**src/design/orb_pkg.sv**
```systemverilog
// ----------------------------------------------------------------------------
// orb_pkg: shared types and constants of the overwriting ring buffer
// Holds the channel payloads, command codes, controller states and the
// command/status bundles between controller and datapath.
// ----------------------------------------------------------------------------
package orb_pkg;

  localparam int DATA_W = 32;
  localparam int CNT_W  = 7;

  localparam logic [CNT_W-1:0] CAP_RESET = 7'd16;

  typedef enum logic [1:0] {
    OP_APPEND = 2'd0,
    OP_POP    = 2'd1,
    OP_CLEAN  = 2'd2,
    OP_DUMP   = 2'd3
  } orb_op_t;

  typedef enum logic {
    ST_IDLE = 1'b0,
    ST_DATA = 1'b1
  } orb_state_t;

  typedef struct packed {
    logic [1:0]        cmd;
    logic [DATA_W-1:0] data_in;
  } orb_in_t;

  typedef struct packed {
    logic [DATA_W-1:0] data_out;
    logic              status;
    logic [CNT_W-1:0]  count;
    logic              full_res;
    logic              last;
  } orb_out_t;

  typedef struct packed {
    logic [CNT_W-1:0] capacity;
  } orb_cfg_t;

  // controller to datapath
  typedef struct packed {
    logic append;
    logic pop;
    logic clean;
    logic start_rd;
    logic emit_word;
    logic emit_plain;
    logic emit_empty;
  } orb_cmd_t;

  // datapath to controller
  typedef struct packed {
    logic empty;
    logic last_word;
  } orb_sts_t;

endpackage

```
**src/design/orb_chan_if.sv**
```systemverilog
// ----------------------------------------------------------------------------
// orb_chan_if: valid/ready channel
// One transaction moves when valid and ready are both high at a clock edge.
// ----------------------------------------------------------------------------
interface orb_chan_if #(
  parameter type T = logic
);
  logic valid;
  logic ready;
  T     payload;

  modport source (output valid, output payload, input ready);
  modport sink   (input valid, input payload, output ready);
endinterface

```
**src/design/overwriting_ring_buffer.sv**
```systemverilog
// ----------------------------------------------------------------------------
// overwriting_ring_buffer: circular FIFO that overwrites its oldest word
// Append, clean and empty-buffer results: registered, one per cycle while the
// result side takes them. Pop and dump: each word passes the registered read
// port of the word memory and then the output register; dump words follow one
// per cycle while results are taken. No command is taken until the last word.
// Reset (synchronous, rst_n low) empties the buffer and sets capacity to 16;
// the word memory is not cleared.
// ----------------------------------------------------------------------------
module overwriting_ring_buffer #(
  parameter int DEPTH     = 16,
  parameter int WORD_BITS = 32
) (
  input  logic       clk,
  input  logic       rst_n,
  orb_chan_if.sink   in_chan,
  orb_chan_if.source out_chan,
  orb_chan_if.sink   cfg_chan
);

  orb_pkg::orb_cmd_t cmd;
  orb_pkg::orb_sts_t sts;
  orb_pkg::orb_out_t res;
  logic              cfg_we;

  // configuration must only arrive while idle (not enforced here); it is always taken
  assign cfg_chan.ready = 1'b1;
  assign cfg_we         = cfg_chan.valid;

  orb_ctrl u_ctrl (
    .clk       (clk),
    .rst_n     (rst_n),
    .in_valid  (in_chan.valid),
    .in_ready  (in_chan.ready),
    .in_op     (orb_pkg::orb_op_t'(in_chan.payload.cmd)),
    .out_valid (out_chan.valid),
    .out_ready (out_chan.ready),
    .sts       (sts),
    .cmd       (cmd)
  );

  orb_dp #(
    .DEPTH     (DEPTH),
    .WORD_BITS (WORD_BITS)
  ) u_dp (
    .clk     (clk),
    .rst_n   (rst_n),
    .cmd     (cmd),
    .in_data (in_chan.payload.data_in),
    .cfg_we  (cfg_we),
    .cfg_cap (cfg_chan.payload.capacity),
    .sts     (sts),
    .res     (res)
  );

  assign out_chan.payload = res;

endmodule

```
**src/design/orb_ctrl.sv**
```systemverilog
// ----------------------------------------------------------------------------
// orb_ctrl: command sequencer
// Decodes accepted commands, steps pops and dumps through the read port and
// owns the output valid flag.
// ----------------------------------------------------------------------------
module orb_ctrl (
  input  logic              clk,
  input  logic              rst_n,
  input  logic              in_valid,
  output logic              in_ready,
  input  orb_pkg::orb_op_t  in_op,
  output logic              out_valid,
  input  logic              out_ready,
  input  orb_pkg::orb_sts_t sts,
  output orb_pkg::orb_cmd_t cmd
);

  orb_pkg::orb_state_t state_r, state_nxt;
  logic                out_valid_r, out_valid_nxt;
  logic                slot_free;

  assign slot_free = !out_valid_r || out_ready;
  assign out_valid = out_valid_r;

  always_ff @(posedge clk) begin
    if (!rst_n) begin
      state_r     <= orb_pkg::ST_IDLE;
      out_valid_r <= 1'b0;
    end else begin
      state_r     <= state_nxt;
      out_valid_r <= out_valid_nxt;
    end
  end

  always_comb begin
    state_nxt = state_r;
    cmd       = '0;
    in_ready  = 1'b0;
    unique case (state_r)
      orb_pkg::ST_IDLE: begin
        in_ready = slot_free;
        if (in_valid && slot_free) begin
          unique case (in_op)
            orb_pkg::OP_APPEND: begin
              cmd.append     = 1'b1;
              cmd.emit_plain = 1'b1;
            end
            orb_pkg::OP_CLEAN: begin
              cmd.clean      = 1'b1;
              cmd.emit_plain = 1'b1;
            end
            orb_pkg::OP_POP: begin
              if (sts.empty) begin
                cmd.emit_empty = 1'b1;
              end else begin
                cmd.pop      = 1'b1;
                cmd.start_rd = 1'b1;
                state_nxt    = orb_pkg::ST_DATA;
              end
            end
            orb_pkg::OP_DUMP: begin
              if (sts.empty) begin
                cmd.emit_empty = 1'b1;
              end else begin
                cmd.start_rd = 1'b1;
                state_nxt    = orb_pkg::ST_DATA;
              end
            end
            default: begin
              cmd = '0;
            end
          endcase
        end
      end
      orb_pkg::ST_DATA: begin
        // read data is valid here; hold it while the output slot is busy
        if (slot_free) begin
          cmd.emit_word = 1'b1;
          if (sts.last_word) begin
            state_nxt = orb_pkg::ST_IDLE;
          end
        end
      end
      default: begin
        state_nxt = orb_pkg::ST_IDLE;
      end
    endcase
  end

  always_comb begin
    if (cmd.emit_plain || cmd.emit_empty || cmd.emit_word) begin
      out_valid_nxt = 1'b1;
    end else if (out_ready) begin
      out_valid_nxt = 1'b0;
    end else begin
      out_valid_nxt = out_valid_r;
    end
  end

endmodule

```
**src/design/orb_dp.sv**
```systemverilog
// ----------------------------------------------------------------------------
// orb_dp: ring buffer datapath
// Word memory, head/tail pointers, entry count, capacity register, the read
// cursor for pops and dumps, and the output register.
// ----------------------------------------------------------------------------
module orb_dp #(
  parameter int DEPTH     = 16,
  parameter int WORD_BITS = 32
) (
  input  logic                             clk,
  input  logic                             rst_n,
  input  orb_pkg::orb_cmd_t                cmd,
  input  logic [orb_pkg::DATA_W-1:0]       in_data,
  input  logic                             cfg_we,
  input  logic [orb_pkg::CNT_W-1:0]        cfg_cap,
  output orb_pkg::orb_sts_t                sts,
  output orb_pkg::orb_out_t                res
);

  localparam int SW = (WORD_BITS < orb_pkg::DATA_W) ? WORD_BITS : orb_pkg::DATA_W;
  localparam int PW = (DEPTH > 1) ? $clog2(DEPTH) : 1;
  localparam logic [orb_pkg::CNT_W-1:0] DEPTH_C = orb_pkg::CNT_W'(DEPTH);

  logic [SW-1:0]               mem [DEPTH];
  logic [SW-1:0]               rd_q;
  logic [PW-1:0]               rd_addr;

  logic [orb_pkg::CNT_W-1:0]   cap_r, cap_nxt;
  logic [orb_pkg::CNT_W-1:0]   eff_cap;
  logic [PW-1:0]               head_r, head_nxt;
  logic [PW-1:0]               tail_r, tail_nxt;
  logic [orb_pkg::CNT_W-1:0]   cnt_r, cnt_nxt;
  logic                        full_r, full_nxt;
  logic [PW-1:0]               p_r, p_nxt;
  logic [orb_pkg::CNT_W-1:0]   remain_r, remain_nxt;
  orb_pkg::orb_out_t           out_r, out_nxt;

  function automatic logic [PW-1:0] adv(input logic [PW-1:0] p,
                                        input logic [orb_pkg::CNT_W-1:0] c);
    logic [orb_pkg::CNT_W-1:0] n;
    n = orb_pkg::CNT_W'(p) + 1'b1;
    return (n >= c) ? '0 : n[PW-1:0];
  endfunction

  always_comb begin
    if (cap_r == '0) begin
      eff_cap = orb_pkg::CNT_W'(1);
    end else if (cap_r > DEPTH_C) begin
      eff_cap = DEPTH_C;
    end else begin
      eff_cap = cap_r;
    end
  end

  // buffer state
  always_comb begin
    cap_nxt  = cap_r;
    head_nxt = head_r;
    tail_nxt = tail_r;
    cnt_nxt  = cnt_r;
    full_nxt = full_r;
    priority if (cfg_we) begin
      cap_nxt  = cfg_cap;
      head_nxt = '0;
      tail_nxt = '0;
      cnt_nxt  = '0;
      full_nxt = 1'b0;
    end else if (cmd.clean) begin
      head_nxt = '0;
      tail_nxt = '0;
      cnt_nxt  = '0;
      full_nxt = 1'b0;
    end else if (cmd.append) begin
      tail_nxt = adv(tail_r, eff_cap);
      // full: overwrite the oldest entry and drag the head along
      if (cnt_r >= eff_cap) begin
        head_nxt = adv(head_r, eff_cap);
      end else begin
        cnt_nxt = cnt_r + 1'b1;
      end
      full_nxt = (cnt_nxt == eff_cap);
    end else if (cmd.pop) begin
      cnt_nxt  = cnt_r - 1'b1;
      full_nxt = 1'b0;
      if (cnt_nxt == '0) begin
        head_nxt = '0;
        tail_nxt = '0;
      end else begin
        head_nxt = adv(head_r, eff_cap);
      end
    end else begin
      cnt_nxt = cnt_r;
    end
  end

  // read cursor: prefetch the next word whenever the current one is taken
  always_comb begin
    p_nxt      = p_r;
    remain_nxt = remain_r;
    rd_addr    = p_r;
    if (cmd.start_rd) begin
      p_nxt      = head_r;
      rd_addr    = head_r;
      remain_nxt = cmd.pop ? orb_pkg::CNT_W'(1) : cnt_r;
    end else if (cmd.emit_word) begin
      p_nxt      = adv(p_r, eff_cap);
      rd_addr    = p_nxt;
      remain_nxt = remain_r - 1'b1;
    end
  end

  always_comb begin
    out_nxt          = out_r;
    out_nxt.count    = cnt_nxt;
    out_nxt.full_res = full_nxt;
    out_nxt.data_out = '0;
    out_nxt.status   = 1'b0;
    out_nxt.last     = 1'b1;
    priority if (cmd.emit_word) begin
      out_nxt.data_out = orb_pkg::DATA_W'(rd_q);
      out_nxt.last     = (remain_r == orb_pkg::CNT_W'(1));
    end else if (cmd.emit_empty) begin
      out_nxt.status = 1'b1;
    end else if (cmd.emit_plain) begin
      out_nxt.status = 1'b0;
    end else begin
      out_nxt = out_r;
    end
  end

  always_ff @(posedge clk) begin
    if (!rst_n) begin
      cap_r    <= orb_pkg::CAP_RESET;
      head_r   <= '0;
      tail_r   <= '0;
      cnt_r    <= '0;
      full_r   <= 1'b0;
      p_r      <= '0;
      remain_r <= '0;
    end else begin
      cap_r    <= cap_nxt;
      head_r   <= head_nxt;
      tail_r   <= tail_nxt;
      cnt_r    <= cnt_nxt;
      full_r   <= full_nxt;
      p_r      <= p_nxt;
      remain_r <= remain_nxt;
    end
  end

  always_ff @(posedge clk) begin
    out_r <= out_nxt;
  end

  always_ff @(posedge clk) begin
    if (cmd.append) begin
      mem[tail_r] <= in_data[SW-1:0];
    end
    rd_q <= mem[rd_addr];
  end

  assign sts.empty     = (cnt_r == '0);
  assign sts.last_word = (remain_r == orb_pkg::CNT_W'(1));
  assign res           = out_r;

endmodule

```
**src/flat_wrapper.sv**
```systemverilog
// flat-port wrapper written by rule: the top's interface ports become plain ports
module overwriting_ring_buffer_flat 
#(
  parameter int DEPTH     = 16,
  parameter int WORD_BITS = 32
)
  (clk, rst_n, in_chan_valid, in_chan_payload, in_chan_ready, out_chan_valid, out_chan_payload, out_chan_ready, cfg_chan_valid, cfg_chan_payload, cfg_chan_ready);
  orb_chan_if #(.T(orb_pkg::orb_in_t)) in_chan_i ();
  orb_chan_if #(.T(orb_pkg::orb_out_t)) out_chan_i ();
  orb_chan_if #(.T(orb_pkg::orb_cfg_t)) cfg_chan_i ();
  input  logic clk;
  input  logic rst_n;
  input wire logic [$bits(in_chan_i.valid)-1:0] in_chan_valid;
  input wire logic [$bits(in_chan_i.payload)-1:0] in_chan_payload;
  output wire logic [$bits(in_chan_i.ready)-1:0] in_chan_ready;
  output wire logic [$bits(out_chan_i.valid)-1:0] out_chan_valid;
  output wire logic [$bits(out_chan_i.payload)-1:0] out_chan_payload;
  input wire logic [$bits(out_chan_i.ready)-1:0] out_chan_ready;
  input wire logic [$bits(cfg_chan_i.valid)-1:0] cfg_chan_valid;
  input wire logic [$bits(cfg_chan_i.payload)-1:0] cfg_chan_payload;
  output wire logic [$bits(cfg_chan_i.ready)-1:0] cfg_chan_ready;
  assign in_chan_i.valid = in_chan_valid;
  assign in_chan_i.payload = in_chan_payload;
  assign in_chan_ready = in_chan_i.ready;
  assign out_chan_valid = out_chan_i.valid;
  assign out_chan_payload = out_chan_i.payload;
  assign out_chan_i.ready = out_chan_ready;
  assign cfg_chan_i.valid = cfg_chan_valid;
  assign cfg_chan_i.payload = cfg_chan_payload;
  assign cfg_chan_ready = cfg_chan_i.ready;
  overwriting_ring_buffer #(.DEPTH(DEPTH), .WORD_BITS(WORD_BITS)) u_core (.clk(clk), .rst_n(rst_n), .in_chan(in_chan_i), .out_chan(out_chan_i), .cfg_chan(cfg_chan_i));
endmodule
```
**config.mk**
```make
export PLATFORM = sky130hd
export DESIGN_NAME = overwriting_ring_buffer_flat
export DESIGN_NICKNAME = d
export VERILOG_FILES = /design/src/design/orb_pkg.sv /design/src/design/orb_chan_if.sv /design/src/design/overwriting_ring_buffer.sv /design/src/design/orb_ctrl.sv /design/src/design/orb_dp.sv /design/src/flat_wrapper.sv
export SDC_FILE = /design/constraint.sdc
export NUM_CORES = 1
export LEC_CHECK = 0
export BUFFER_PORTS_ARGS = -buffer_cell sky130_fd_sc_hd__buf_2
export CORE_MARGIN = 2
export CORE_UTILIZATION = 25
export DETAILED_ROUTE_END_ITERATION = 16
export MAX_ROUTING_LAYER = met4
export PLACE_DENSITY_LB_ADDON = 0.08
export SETUP_SLACK_MARGIN = 0.1
export SYNTH_ARGS = -nofsm -noshare
export SYNTH_HDL_FRONTEND = slang
export SYNTH_SLANG_ARGS = --single-unit
```
**constraint.sdc**
```tcl
create_clock -name clk -period 8.1 [get_ports clk]
set_clock_uncertainty 0.15 [all_clocks]
set_input_delay 1.215 -clock clk [delete_from_list [all_inputs] [get_ports clk]]
set_output_delay 1.215 -clock clk [all_outputs]
set_load 0.05 [all_outputs]
```
==> results.cfg, run 1 <==
[synthesis]
yosysTopAreaCell = edfxtp_1
postSynthAreaPerCell_um2 = 14.9
synth-warning-count = 0
synth_edf_count = 553
yosysUniqueCellTypes = 71
ys.flop_type = edfxtp_1
syn_inst = 1713
synth.area.top_cells = edfxtp_1, mux2i_1, dfxtp_1
syn_area_mm2 = 0.0256
yosysMostFrequentCell = edfxtp_1
ys_top_cells_by_count = edfxtp_1, mux2i_1, nand3_1
synth_seq_cells = 622
yosysSeqAreaShare_pct = 70.2
postSynth.asyncResetShare_pct = 0
yosysTopAreaCellShare_pct = 64.8

[place]
dpl_cell_area_mm2 = 0.0277
gp_congestion = 0.761
dp_hpwl_um = 41600
numPlacedInstances = 3076
numPortBuffers = 89

[setup_path]
cp-start-kind = flip-flop
critPathCapture = u_core.u_dp.rd_q[19]
rr_worst_depth = 13
critPathMaxFanout = 69
crit_path_end_kind = flip-flop
rrSetupSlack_ns = 2.29
path_class = reg2reg
arrival_ns = 6.24
r2r-end = u_core.u_dp.rd_q[19]
cp-startpoint = u_core.u_dp.cap_r[6]
reg2reg_from = u_core.u_dp.cap_r[6]
worstPathRequired_ns = 8.53

[drt]
drt-wirelength-per-cell_um = 24.5
antenna_left = 0
wirelength_um = 79000
drc = 0
dr.pass1.iters = 6
vias = 15400
via_per_inst = 4.77
drt_iter0_drc = 1087

[clocking]
cts_max_level = 3
cts_buffers = 77
cts_tree = yes
cts_buffer_depth = 3
cts.sinks = 622
cts_resized = 0
clk_latency_ns = 0.63
hold_buffers = 0
clkTransAtPathRegs_ns = 0.06
cts_setup_buffers = 0
ctsRootBufferMaster = clkbuf_16

[timing]
slew_headroom_pct = 18.4
hold_viol = 0
grt_setup_unrepaired = false
post-route-period-util_pct = 71.7
fin_crit_ns = 5.81
fin_setup_tns_ns = 0
finalHoldWorstSlack_ns = 0.326
final_max_slew_viol_count = 0
timing.fmax_ghz = 0.172
worst_pin_slew_ns = 1.22
final-setup-viol-count = 0

[floorplan]
coreArea_mm2 = 0.102
dieHeight_um = 324
start_util_pct = 25.2
ios = 91
die_w_um = 324
dieArea_mm2 = 0.105
rows = 117

[layout]
nets = 1867
fin_cells = 3218
syn_to_final_growth_pct = 18.0
fillers = 10100
layout-drive-gt1-share_pct = 16.6
postLayoutCellArea_mm2 = 0.0302
finalCoreUtilization_pct = 29.7

[min_path]
hp-class = reg2reg
min_from = u_core.u_dp.cap_r[4]

[global_route]
use_met1_pct = 20.4
grtUsageTotal_pct = 15.5
grt_busiest_layer = met2
grt_max_degree = 78
antenna_found_initial = 4
gr-total-overflow = 0
grt_first_pass_wirelength_um = 115000
grt_use_met3_pct = 2.82
first_global_vias = 15800
grtUsageMet2_pct = 24.4

[job]
cap_violations = 0

[pwr]
power_density_mw_per_mm2 = 243
p_leak_nw = 10.7
ir_drop_mv = 0.135

[run_status]
outcome = finished, final reports clean
==> critical path: stages (launching register included) <==
cell	delay [ns]
dfxtp_1	0.31
or3_1	0.50
inv_1	0.42
nand2_1	0.34
ha_1	0.40
nand2_1	0.05
o21ai_0	0.35
a31oi_1	0.24
nand2_1	0.20
a21o_4	0.77
nand3_2	0.94
buf_4	0.55
o22ai_1	0.32
or3_1	0.16
==> per-layer routing <==
metal | routed length [um] | share of wire (%)
met5 | 0 | 0
met4 | 1570 | 2.0
met3 | 3490 | 4.4
met2 | 37200 | 47
met1 | 36700 | 46
==> layout make-up <==
type	instances	area, um^2	share of cell area [%]
Antenna cell	1	2.50	0.00828
Clock buffer	109	2190	7.26
Clock inverter	32	353	1.17
Inverter	12	45.0	0.149
Multi-Input combinational cell	948	7170	23.7
Sequential cell	622	18000	59.5
Tap cell	1368	1710	5.67
Timing Repair Buffer	126	748	2.48
==> worst min-delay path by stage <==
stage | endpoint | slack (ns) | cells after the start
6_report | u_core.u_dp.cap_r[4] | 0.33 | 2
3_5_place_dp | u_core.u_dp.full_r | 0.30 | 2
2_1_floorplan | u_core.u_dp.full_r | 0.27 | 2
5_1_grt | u_core.u_dp.full_r | 0.34 | 2
4_1_cts | u_core.u_dp.full_r | 0.32 | 2
3_3_place_gp | u_core.u_dp.full_r | 0.29 | 2
==> where the power goes <==
part / total (W) / switching [W] / internal [W]
clock: 0.00349 / 0.00138 / 0.00211
combinational: 0.000311 / 0.000222 / 0.0000884
sequential: 0.00354 / 0.0000162 / 0.00353
total: 0.00734 / 0.00162 / 0.00573
==> registers in the layout (all words and copies together), names as in the netlist <==
name,flops
u_core.u_dp.res,42
u_core.u_dp.p_r,4
u_core.u_ctrl.state_r,1
u_core.u_dp.tail_r,4
u_core.u_dp.full_r,1
u_core.u_dp.remain_r,7
u_core.u_dp.rd_q,32
u_core.u_dp.cap_r,7
u_core.u_dp.cnt_r,7
u_core.u_dp.head_r,4
u_core.u_dp.mem,512
u_core.u_ctrl.out_valid,1
==> through the flow <==
stage               power (W)  setup WS (ns)
global route          0.00761           2.02
detailed placement    0.00393           1.82
finish                0.00734           2.29
floorplan             0.00380           3.06
global placement      0.00393           1.75
CTS                   0.00747           2.27
==> cells in the final DEF, fill, tap and decap left out, drive strengths merged, types with 5 or more instances in the layout <==
cell type and n:
nor3 20, clkinv 21, nand2 40, ha 34, mux2 32, edfxtp 553, nor2 60, and2 5
a22oi 6, buf 126, a211oi 5, and3 39, o21ai 108, a21oi 22, dfxtp 69, bufinv 7
xnor2 12, a21o 7, a2111o 31, nand2b 10, o22ai 64, mux2i 146, nor2b 6, nand3 114
or3 33, xor2 7, a31oi 5, clkbuf 109, inv 16, a2111oi 94
==> cell families (layout without fill, tap and decap cells) <==
| family | after synthesis | in the layout | share of synthesized area, % |
|---|---|---|---|
| other | 1 | 4 | 0.0146 |
| buffers and inverters | 145 | 279 | 2.52 |
| AOI/OAI and AO/OA | 366 | 366 | 10.3 |
| adders and majority gates | 34 | 34 | 1.66 |
| DFF | 622 | 622 | 70.2 |
| xor gates and xnor gates | 19 | 19 | 0.650 |
| and+or+nand+nor | 348 | 348 | 7.17 |
| muxes | 178 | 178 | 7.41 |
No activity file was read; power rests on OpenSTA's default activity.
==> inputs of run 2 (changes only) <==
==> constraint.sdc (replaced) <==
create_clock -name clk -period 5 [get_ports clk]
set_clock_uncertainty 0.15 [all_clocks]
set_input_delay 0.75 -clock clk [delete_from_list [all_inputs] [get_ports clk]]
set_output_delay 0.75 -clock clk [all_outputs]
set_load 0.05 [all_outputs]
==> results.cfg, run 2 (synthesis results as in run 1) <==
[global_route]
gr-total-overflow = 0
grt_first_pass_wirelength_um = 113000
grtUsageTotal_pct = 15.3
antenna_found_initial = 6
first_global_vias = 15800
grt_max_degree = 94

[layout]
final_cell_mix = edfxtp_1, mux2i_1, nand3_1
final_common_cell = edfxtp_1
syn_to_final_growth_pct = 19.2
fillers = 10100
largest_reg_flops = 512
layout-drive-gt1-share_pct = 18.1
regMostFlops = u_core.u_dp.mem
nets = 1902

[drt]
wirelength_um = 78300
via_per_inst = 4.75
drt-wirelength-per-cell_um = 24.1
drt_iter0_drc = 1183
antenna_left = 0
drc = 0
vias = 15400
dr.pass1.iters = 5

[clocking]
clkTransAtPathRegs_ns = 0.06
ctsRootBufferMaster = clkbuf_16
cts_max_level = 3
cts_buffers = 75
cts_tree = yes
cts_resized = 0
clk_latency_ns = 0.63
hold_buffers = 0
cts.sinks = 622
cts_setup_buffers = 0
cts_buffer_depth = 3

[pwr]
ir_drop_mv = 0.190
power_w = 0.0116
power_density_mw_per_mm2 = 380
p_leak_nw = 10.9

[setup_path]
worstPathRequired_ns = 5.41
crit_family = simple AND/OR/NAND/NOR gates
critPathMaxFanout = 51
arrival_ns = 4.85
path_class = reg2reg
cp-start-kind = flip-flop
critPathBufInv = 4
slowest_delay_ns = 0.48
path_cells = or3_1 -> inv_1 -> and2_1 -> inv_1 -> ha_1 -> or3b_2 -> a211o_1 -> a31oi_4 -> buf_12 -> nand3_2 -> buf_12 -> o22ai_1 -> or3_1
crit_path_end_kind = flip-flop
slowest_stage = or3_1

[timing]
final-setup-viol-count = 0
fin_setup_tns_ns = 0
timing.fmax_ghz = 0.225
worst_pin_slew_ns = 0.867
fin_crit_ns = 4.44
final_max_slew_viol_count = 0
post-route-period-util_pct = 88.9
hold_viol = 0
grt_setup_unrepaired = false
slew_headroom_pct = 42.2

[job]
cap_violations = 0

[floorplan]
coreArea_mm2 = 0.102
dieArea_mm2 = 0.105
ios = 91
rows = 117
dieHeight_um = 324
start_util_pct = 25.2
die_w_um = 324

[place]
numPortBuffers = 89
gp_congestion = 0.760
dp_hpwl_um = 44000

[run_status]
outcome = finished, final reports clean

[min_path]
hp-class = in2reg
==> run 2: changes by cell type in the layout (fill, tap and decap cells not counted), moves of 4 or more <==
cell and delta:
buf_12 +15, buf_4 +22, bufinv_16 -4, clkbuf_1 -4, clkinv_1 +4
==> run 2: routing by layer <==
| layer | global-route usage [%] | share of wire [%] | up-vias |
|---|---|---|---|
| li1 | - | - | 7065 |
| met1 | 20.3 | 47 | 7959 |
| met3 | 2.25 | 3.9 | 92 |
| met2 | 24.4 | 47 | 327 |
| met5 | - | 0 | - |
| met4 | 4.22 | 2.0 | 0 |
==> run 2: path summary, 6_finish.rpt <==
| check | to | cells past startpoint | from | slack [ns] |
|---|---|---|---|---|
| worst max-delay path | u_core.u_dp.rd_q[2] | 13 | u_core.u_dp.cap_r[6] | 0.56 |
| worst max register to register | u_core.u_dp.rd_q[2] | 13 | u_core.u_dp.cap_r[6] | 0.56 |
| worst min-delay path | u_core.u_dp.cap_r[1] | 3 | cfg_chan_payload[1] | 0.21 |
| worst min register to register | u_core.u_dp.full_r | 2 | u_core.u_dp.full_r | 0.32 |
==> run 2: tightest hold or removal path: stages <==
cell     delay, ns
buf_2         0.07
mux2i_1       0.05
nor2_1        0.07
==> run 2: per-stage QoR <==
stage | hold slack, ns | instances | utilization, % | instance area (um^2) | worst slack, ns
3_5_place_dp | 0.307 | 3113 | 27.6 | 28100 | 0.573
5_1_grt | 0.211 | 3252 | 30.0 | 30500 | 0.378
6_report | 0.208 | 3252 | 30.0 | 30500 | 0.557
3_3_place_gp | 0.290 | 3113 | 27.6 | 28100 | 0.591
4_1_cts | 0.166 | 3250 | 30.0 | 30500 | 0.524
2_1_floorplan | 0.275 | 1715 | - | 25600 | 0.428
==> run 2: layout make-up <==
cell class,instances,area (um^2),area share [%]
sequential,622,18000,58.9
multi-input combinational,948,7170,23.5
clock buffer,105,2140,7.02
tap,1368,1710,5.61
timing repair buffer,163,1210,3.98
clock inverter,32,254,0.832
inverter,12,45.0,0.148
antenna,2,5.00,0.0164
==> run 2: power by group <==
group	leakage, nW	internal [W]	total [W]	switching (W)
clock network	1.18	0.00315	0.00534	0.00219
registers	5.59	0.00572	0.00575	0.0000293
logic	4.10	0.000155	0.000522	0.000367
total	10.9	0.00902	0.0116	0.00259
==> inputs of run 3 (changes only) <==
--- a/config.mk
+++ b/config.mk
@@ -11,6 +11,7 @@
 export DETAILED_ROUTE_END_ITERATION = 16
 export MAX_ROUTING_LAYER = met4
 export PLACE_DENSITY_LB_ADDON = 0.08
+export REMOVE_ABC_BUFFERS = 1
 export SETUP_SLACK_MARGIN = 0.1
 export SYNTH_ARGS = -nofsm -noshare
 export SYNTH_HDL_FRONTEND = slang
==> results.cfg, run 3 (synthesis results as in run 1) <==
[timing]
timing.fmax_ghz = 0.226
final-setup-viol-count = 0
post-route-period-util_pct = 88.6
worst_pin_slew_ns = 1.33
hold_viol = 0
grt_setup_unrepaired = false
fin_crit_ns = 4.43
final_max_slew_viol_count = 0
slew_headroom_pct = 10.9

[clocking]
cts_setup_buffers = 0
clk_latency_ns = 0.62
cts_tree = yes
cts.sinks = 622
cts_buffer_depth = 3
cts_resized = 0
clkTransAtPathRegs_ns = 0.05
cts_buffers = 76
ctsRootBufferMaster = clkbuf_16
cts_max_level = 3
hold_buffers = 0

[layout]
syn_to_final_growth_pct = 19.9
multiInputGateArea_mm2 = 0.00717
largest_reg_flops = 512
layout-drive-gt1-share_pct = 17.7
register_area_mm2 = 0.0180
final_common_cell = edfxtp_1
final_cell_mix = edfxtp_1, mux2i_1, nand3_1
fillers = 10100
finalCoreUtilization_pct = 30.2
regMostFlops = u_core.u_dp.mem
nets = 1901

[setup_path]
reg2reg_from = u_core.u_dp.cap_r[6]
path_class = reg2reg
r2r-end = u_core.u_dp.rd_q[14]
arrival_ns = 4.84
rrSetupSlack_ns = 0.57
worstPathRequired_ns = 5.41
cp-start-kind = flip-flop
crit_path_end_kind = flip-flop
rr_worst_depth = 14
critPathMaxFanout = 22

[floorplan]
die_w_um = 324
dieHeight_um = 324
dieArea_mm2 = 0.105
coreArea_mm2 = 0.102
rows = 117
ios = 91
start_util_pct = 25.2

[min_path]
hp-class = in2reg
holdPathEnd = u_core.u_dp.cap_r[4]
min_from = cfg_chan_payload[4]
hold_path_depth = 3

[global_route]
grtUsageMet2_pct = 25.4
antenna_found_initial = 6
grtUsageTotal_pct = 15.5
grt_busiest_layer = met2
first_global_vias = 15900
grt_use_met3_pct = 2.42
gr-total-overflow = 0
use_met1_pct = 20.1
grt_max_degree = 94
grt_first_pass_wirelength_um = 115000

[drt]
drc = 0
drt-wirelength-per-cell_um = 24.2
antenna_left = 0
vias = 15400
wirelength_um = 78700
dr.pass1.iters = 6
drt_iter0_drc = 1035
via_per_inst = 4.75

[pwr]
power_w = 0.0116
p_leak_nw = 10.9
ir_drop_mv = 0.261
power_density_mw_per_mm2 = 378

[place]
dp_hpwl_um = 42200
gp_congestion = 0.752
numPortBuffers = 89

[run_status]
outcome = finished, final reports clean

[job]
cap_violations = 0
[run 3: power by group]
group | internal [W] | total, W | leakage (nW) | switching [W]
Clock | 0.00318 | 0.00535 | 1.15 | 0.00217
Sequential | 0.00572 | 0.00574 | 5.59 | 0.0000244
Combinational | 0.000160 | 0.000526 | 4.14 | 0.000366
Total | 0.00906 | 0.0116 | 10.9 | 0.00256
[run 3: how the worst max path moves through the flow]
stage / from / to / slack [ns] / cells after the start
floorplan: u_core.u_dp.cap_r[6] / u_core.u_dp.rd_q[29] / -2.64 / 12
global placement: u_core.u_dp.cap_r[6] / u_core.u_dp.rd_q[22] / 0.56 / 14
detailed placement: u_core.u_dp.cap_r[6] / u_core.u_dp.rd_q[14] / 0.51 / 12
CTS: u_core.u_dp.cap_r[6] / u_core.u_dp.rd_q[14] / 0.48 / 12
global route: u_core.u_dp.cap_r[6] / u_core.u_dp.rd_q[3] / 0.24 / 14
finish: u_core.u_dp.cap_r[6] / u_core.u_dp.rd_q[14] / 0.57 / 14
[run 3: cell type report]
class                      instances  area share [%]
multi-input combinational        948            23.4
clock buffer                     115            7.01
tap                             1368            5.58
antenna                            3          0.0245
clock inverter                    23           0.819
timing repair buffer             161            4.48
inverter                          12           0.147
sequential                       622            58.6
[run 3: critical path, cell delays in order (launching register included)]
cell and delay, ns:
dfxtp_1 0.30, or3_1 0.49, inv_1 0.20, and2_1 0.21, inv_1 0.13, ha_1 0.23
nand2_1 0.07, nand4b_1 0.12, a31oi_1 0.34, a221oi_4 0.12, or2_2 0.34, nor3_2 1.04
buf_12 0.32, a2111o_1 0.20, or3_1 0.11
[run 3: metrics by stage]
step,setup TNS [ns],hold slack (ns),setup WS [ns],cells,cell area [um^2]
4_1_cts,0,0.156,0.480,3249,30700
5_1_grt,0,0.182,0.236,3252,30700
2_1_floorplan,-83.91,0.275,-2.64,1582,25000
6_report,0,0.212,0.571,3252,30700
3_5_place_dp,0,0.300,0.508,3111,28300
3_3_place_gp,0,0.290,0.560,3111,28300
[run 3: metal layers]
| metal | share of wire [%] | vias up | wire length, um |
|---|---|---|---|
| li1 | - | 7065 | - |
| met1 | 46 | 7955 | 36000 |
| met2 | 49 | 312 | 38200 |
| met3 | 3.5 | 109 | 2750 |
| met4 | 2.1 | 0 | 1690 |
| met5 | 0 | - | 0 |
